`config.mk`:
```
export PLATFORM = sky130hd
export DESIGN_NAME = tld_ram
export DESIGN_NICKNAME = d
export VERILOG_FILES = /design/src/rtl/tld_ram.sv
export SDC_FILE = /design/constraint.sdc
export NUM_CORES = 1
export LEC_CHECK = 0
export BUFFER_PORTS_ARGS = -buffer_cell sky130_fd_sc_hd__buf_2
export CAP_MARGIN = 25
export CORE_MARGIN = 3
export CORE_UTILIZATION = 40
export CTS_BUF_LIST = sky130_fd_sc_hd__clkbuf_16
export CTS_CLUSTER_SIZE = 10
export DETAILED_ROUTE_END_ITERATION = 8
export GPL_TIMING_DRIVEN = 0
export PLACE_DENSITY = 0.57
export SETUP_SLACK_MARGIN = 0.02
export SLEW_MARGIN = 15
export SYNTH_ARGS = -nofsm -noshare
export SYNTH_HDL_FRONTEND = slang
export SYNTH_SLANG_ARGS = --single-unit
```
`constraint.sdc`:
```
create_clock -name clk_i -period 3.4 [get_ports clk_i]
set_input_delay 0.68 -clock clk_i [delete_from_list [all_inputs] [get_ports clk_i]]
set_output_delay 0.68 -clock clk_i [all_outputs]
set_load 0.05 [all_outputs]
```
`src/rtl/tld_ram.sv`:
```
`timescale 1ns / 1ps
`default_nettype none
// ----------------------------------------------------------------------------
// tld_ram
// Generic single-write, single-read RAM with registered read data.
// ----------------------------------------------------------------------------
module tld_ram #(
  parameter int WIDTH = 8,
  parameter int DEPTH = 64
) (
  input  wire logic                     clk_i,
  input  wire logic                     we_i,
  input  wire logic [$clog2(DEPTH)-1:0] waddr_i,
  input  wire logic [WIDTH-1:0]         wdata_i,
  input  wire logic                     re_i,
  input  wire logic [$clog2(DEPTH)-1:0] raddr_i,
  output      logic [WIDTH-1:0]         rdata_o
);

  logic [WIDTH-1:0] mem_q [DEPTH];
  logic [WIDTH-1:0] rdata_q;

  // Write one word, read one word; read data holds while re_i is low
  always_ff @(posedge clk_i) begin
    if (we_i) begin
      mem_q[waddr_i] <= wdata_i;
    end
    if (re_i) begin
      rdata_q <= mem_q[raddr_i];
    end
  end

  assign rdata_o = rdata_q;

endmodule : tld_ram
`default_nettype wire

```
# [Word-level counts from Yosys, hierarchy flattened]
# Memory sizes are Yosys's and may differ from the RTL's. A register that Yosys moved wholly into a read port is not among the register bits.
# Index checks and enable logic that the tools add are counted.
[classes] mux=2
[op_table] op="1-bit two-way mux" n=2
[totals] register_bits=0 ram_bits=512 input_bits=23 memories=1
[mem_list] name="mem_q" words=64 word_bits=8 read_ports=1 rd_clocked_by_memory_dff=1 wr=1 line="20" source="logic [WIDTH-1:0] mem_q [DEPTH];"

# [Logic depth before layout (Yosys ltp)]
[logic_depth] ltp_word=2 depth_mapped=9

# [Worst setup path before layout]
# No wires, ideal clock.
[synth_path] kind="input to register" from="input port raddr_i[1]" to="register rdata_q[3] (netlist: rdata_o[3]), read port of mem_q, data pin" setup_ns=0.266 t_arrival_ns=2.220 required_ns=3.134 setup_slack_ns=0.914 path_stages=7 n_path_buf=3 path_cell_list="buf_4 buf_2 buf_2 mux4_2 mux4_2 o21ai_1 o41ai_1"
[synth_rtl] element="from (decl)" line="16" source="input wire logic [$clog2(DEPTH)-1:0] raddr_i,"
[synth_rtl] element="to (decl)" line="21" source="logic [WIDTH-1:0] rdata_q;"

==> flow_summary_export.csv <==
group,metric,value,unit
synthesis,synthCells,940,
sta,timing.slew.headroom,32.7,%
worst_setup_path,arrival,3.44,ns
worst_setup_path,crit_top_cell,"buf_2",
job,drv_cap,0,
clocking,postCtsSetupBuffers,0,
synthesis,async_reset_ff_share,0,%
power,powerDensity,576,nW/um2
grt,grt_pass1_vias,10000,
synthesis,synth_ff_type,"edfxtp_1",
hold_path,hold_path.class,"primary input to flip-flop",
synthesis,ys_warn_count,0,
synthesis,seq_area_frac_synth,77.1,%
sta,period_needed,3.16,ns
power,power_frac_clock,40.2,%
outcome,outcome,"finished, final reports clean",
die,io_pins,31,
sta,setup_violations,0,
die,die_w,231,um
worst_setup_path,critPathRequiredTime,3.68,ns
sta,tightest_slew,1.01,ns
grt,grt_start_max_net_pins,45,
clocking,clk_pin_slew_worst_paths,0.06,ns
route,route.detailed.drc,0,
power,intPower,10400,uW
power,comb_power_share,5.8,%
sta,skew,0.0216,ns
worst_setup_path,critPathMaxFanout,10,
grt,grt_overflow,0,
sta,rsz0062_at_grt,"no",
sta,finalMaxSlewViolations,0,
worst_setup_path,crit_path_cell_trace,"buf_2 > buf_4 > clkbuf_1 > buf_2 > o221ai_1 > o21a_1 > o41ai_1",
synthesis,syn_nets,963,
sta,fin_crit_sh,93.0,%
clocking,cts_tree,"built",
layout,synthToLayoutAreaGrowth,13.1,%
clocking,ctsResizeCount,0,
power,switchingPower,2780,uW
clocking,cts_buffer_depth,3,
worst_setup_path,crit_path_end_kind,"flip-flop",
route,dr.pass1.iters,5,
route,wl,50.5,mm
power,pwr-share-seq,54.0,%
sta,max_freq,0.316,GHz
die,die-area,53400,um2
power,p_total,13200,uW
sta,hold_viol,0,
power,irDropWorstVdd,361,uV
clocking,hold_buffers,0,
clocking,root_buffer,"clkbuf_16",
layout,fin_nets,1057,
place,place_hpwl,33.5,mm
route,ant_nets,0,
clocking,clock_sinks,520,
layout,final_util,46.3,%
synthesis,synth_edf_count,520,
die,start_util,40.9,%
route,vias,9908,
clocking,h-tree-depth,2,
place,routabilityCongestion,0.929,
synthesis,synth.cell_area,20200,um2
die,core_area,49500,um2
grt,grt_antenna_before_repair,4,
route,wl_per_cell,29.6,um
worst_setup_path,worstSetupPathType,"primary input to flip-flop",
worst_setup_path,worst_path_max_delay_cell,"clkbuf_1",
grt,grt_use_total,19.3,%
clocking,cts_inserted_buffers,58,
synthesis,avgSynthCellArea,21.5,um2
die,num_rows,81,
power,p_leak,0.00708,uW
route,first_iter_violations,1131,
power,swShare,21.1,%
place,io_buffers,22,
worst_setup_path,slowest_delay,0.68,ns
grt,grt_pass1_wl,73.0,mm
layout,final_layout_size_suffix_gt1_share,25.6,%
synthesis,yosysUniqueCellTypes,39,
synthesis,synth-seq-cells,520,
clocking,insertion_delay,0.60,ns
worst_setup_path,critPathLaunchType,"primary input",
route,vias_per_cell,5.81,
die,die_h,231,um
==> per-layer routing <==
layer | routed length (um) | global-route usage (%) | part of all wire [%]
met2 | 23900 | 30.0 | 47
met5 | 23 | 0 | 0.046
met3 | 3520 | 3.66 | 7.0
met4 | 1290 | 5.97 | 2.6
met1 | 21800 | 27.9 | 43
==> flip-flops by register name, summed over array words and instances (netlist names) <==
signal	flops
mem_q	512
rdata_o	8
==> stage by stage <==
stage          hold WS (ns)  TNS, ns  instance area [um2]  setup slack (ns)  cells
3_5_place_dp          0.959   -0.969                21400            -0.317   1636
4_1_cts               0.433        0                22900             0.269   1702
2_1_floorplan         0.779        0                20200             0.914    940
6_report              0.469        0                22900             0.236   1706
3_3_place_gp          0.948   -0.950                21200            -0.326   1626
5_1_grt               0.462        0                22900             0.208   1705
==> power groups by stage <==
stage | Sequential (uW) | Clock [uW] | Combinational [uW]
finish | 7130 | 5300 | 764
global route | 7130 | 5670 | 804
CTS | 7130 | 5420 | 764
detailed placement | 7260 | 0 | 762
global placement | 7260 | 0 | 732
floorplan | 7290 | 0 | 378
==> Yosys cell counts, types with 3 or more instances <==
master | instances | area (um2)
edfxtp_1 | 520 | 15600
mux4_2 | 126 | 2840
nor2_1 | 83 | 312
mux2i_1 | 23 | 230
nand2_1 | 19 | 71.3
clkbuf_1 | 17 | 63.8
nor2b_1 | 14 | 87.6
buf_4 | 13 | 97.6
mux2_2 | 13 | 146
nand3_1 | 13 | 65.1
buf_2 | 11 | 55.1
o221ai_1 | 8 | 70.1
o22ai_1 | 8 | 50.1
nand2b_1 | 7 | 43.8
nor3_1 | 7 | 35.0
a221oi_1 | 6 | 52.6
a211oi_1 | 4 | 30.0
buf_1 | 4 | 15.0
buf_6 | 4 | 45.0
a21oi_1 | 3 | 15.0
a22oi_1 | 3 | 22.5
nand3b_1 | 3 | 22.5
o2111ai_1 | 3 | 26.3
o2bb2ai_1 | 3 | 26.3
==> worst max-delay path, delay by kind of cell <==
| family | cells | cell delay, ns |
|---|---|---|
| buf+inv | 4 | 1.69 |
| compound gates | 3 | 1.05 |
==> placed cells by master (no fill, tap or decap), types with 3 or more instances in the layout <==
cell type	instances
nor2b_1	14
clkbuf_1	17
a22oi_1	3
nand2b_1	7
o22ai_1	8
nand2_1	19
nand3b_1	3
mux4_2	126
buf_2	35
inv_1	3
buf_1	4
nand3_1	13
a21oi_1	3
clkbuf_16	59
buf_6	5
buf_4	14
buf_12	9
o2111ai_1	3
o221ai_1	8
a211oi_1	4
o2bb2ai_1	3
edfxtp_1	520
mux2_2	13
a221oi_1	6
nor2_1	83
mux2i_1	23
nor3_1	7
==> final timing paths <==
kind | endpoint | slack (ns) | cells after the start | from
setup / recovery | rdata_o[5] | 0.24 | 7 | raddr_i[2]
hold / removal | rdata_o[7] | 0.47 | 1 | re_i
setup reg to reg | rdata_o[4] | 1.12 | 5 | mem_q[21][4]
hold reg to reg | rdata_o[7] | 0.96 | 4 | mem_q[5][7]
==> logic make-up (layout without fill, tap and decap cells) <==
group	after synthesis	count (layout)	share of synthesized area (%)
simple gates	153	153	3.37
other cells	0	2	0
compound gates	54	54	2.06
buf+inv	51	151	1.56
flops	520	520	77.1
mux	162	162	15.9
==> cell type report <==
type                       instances  area, um2
antenna                            2       5.00
buffer                            51        317
clock buffer                      59       1480
clock inverter                     7       32.5
fill                            4203      26600
multi-input combinational        369       4320
sequential                       520      15600
tap                              664        831
timing repair buffer              34        307
Note: power is estimated with default switching activity, not from simulation.
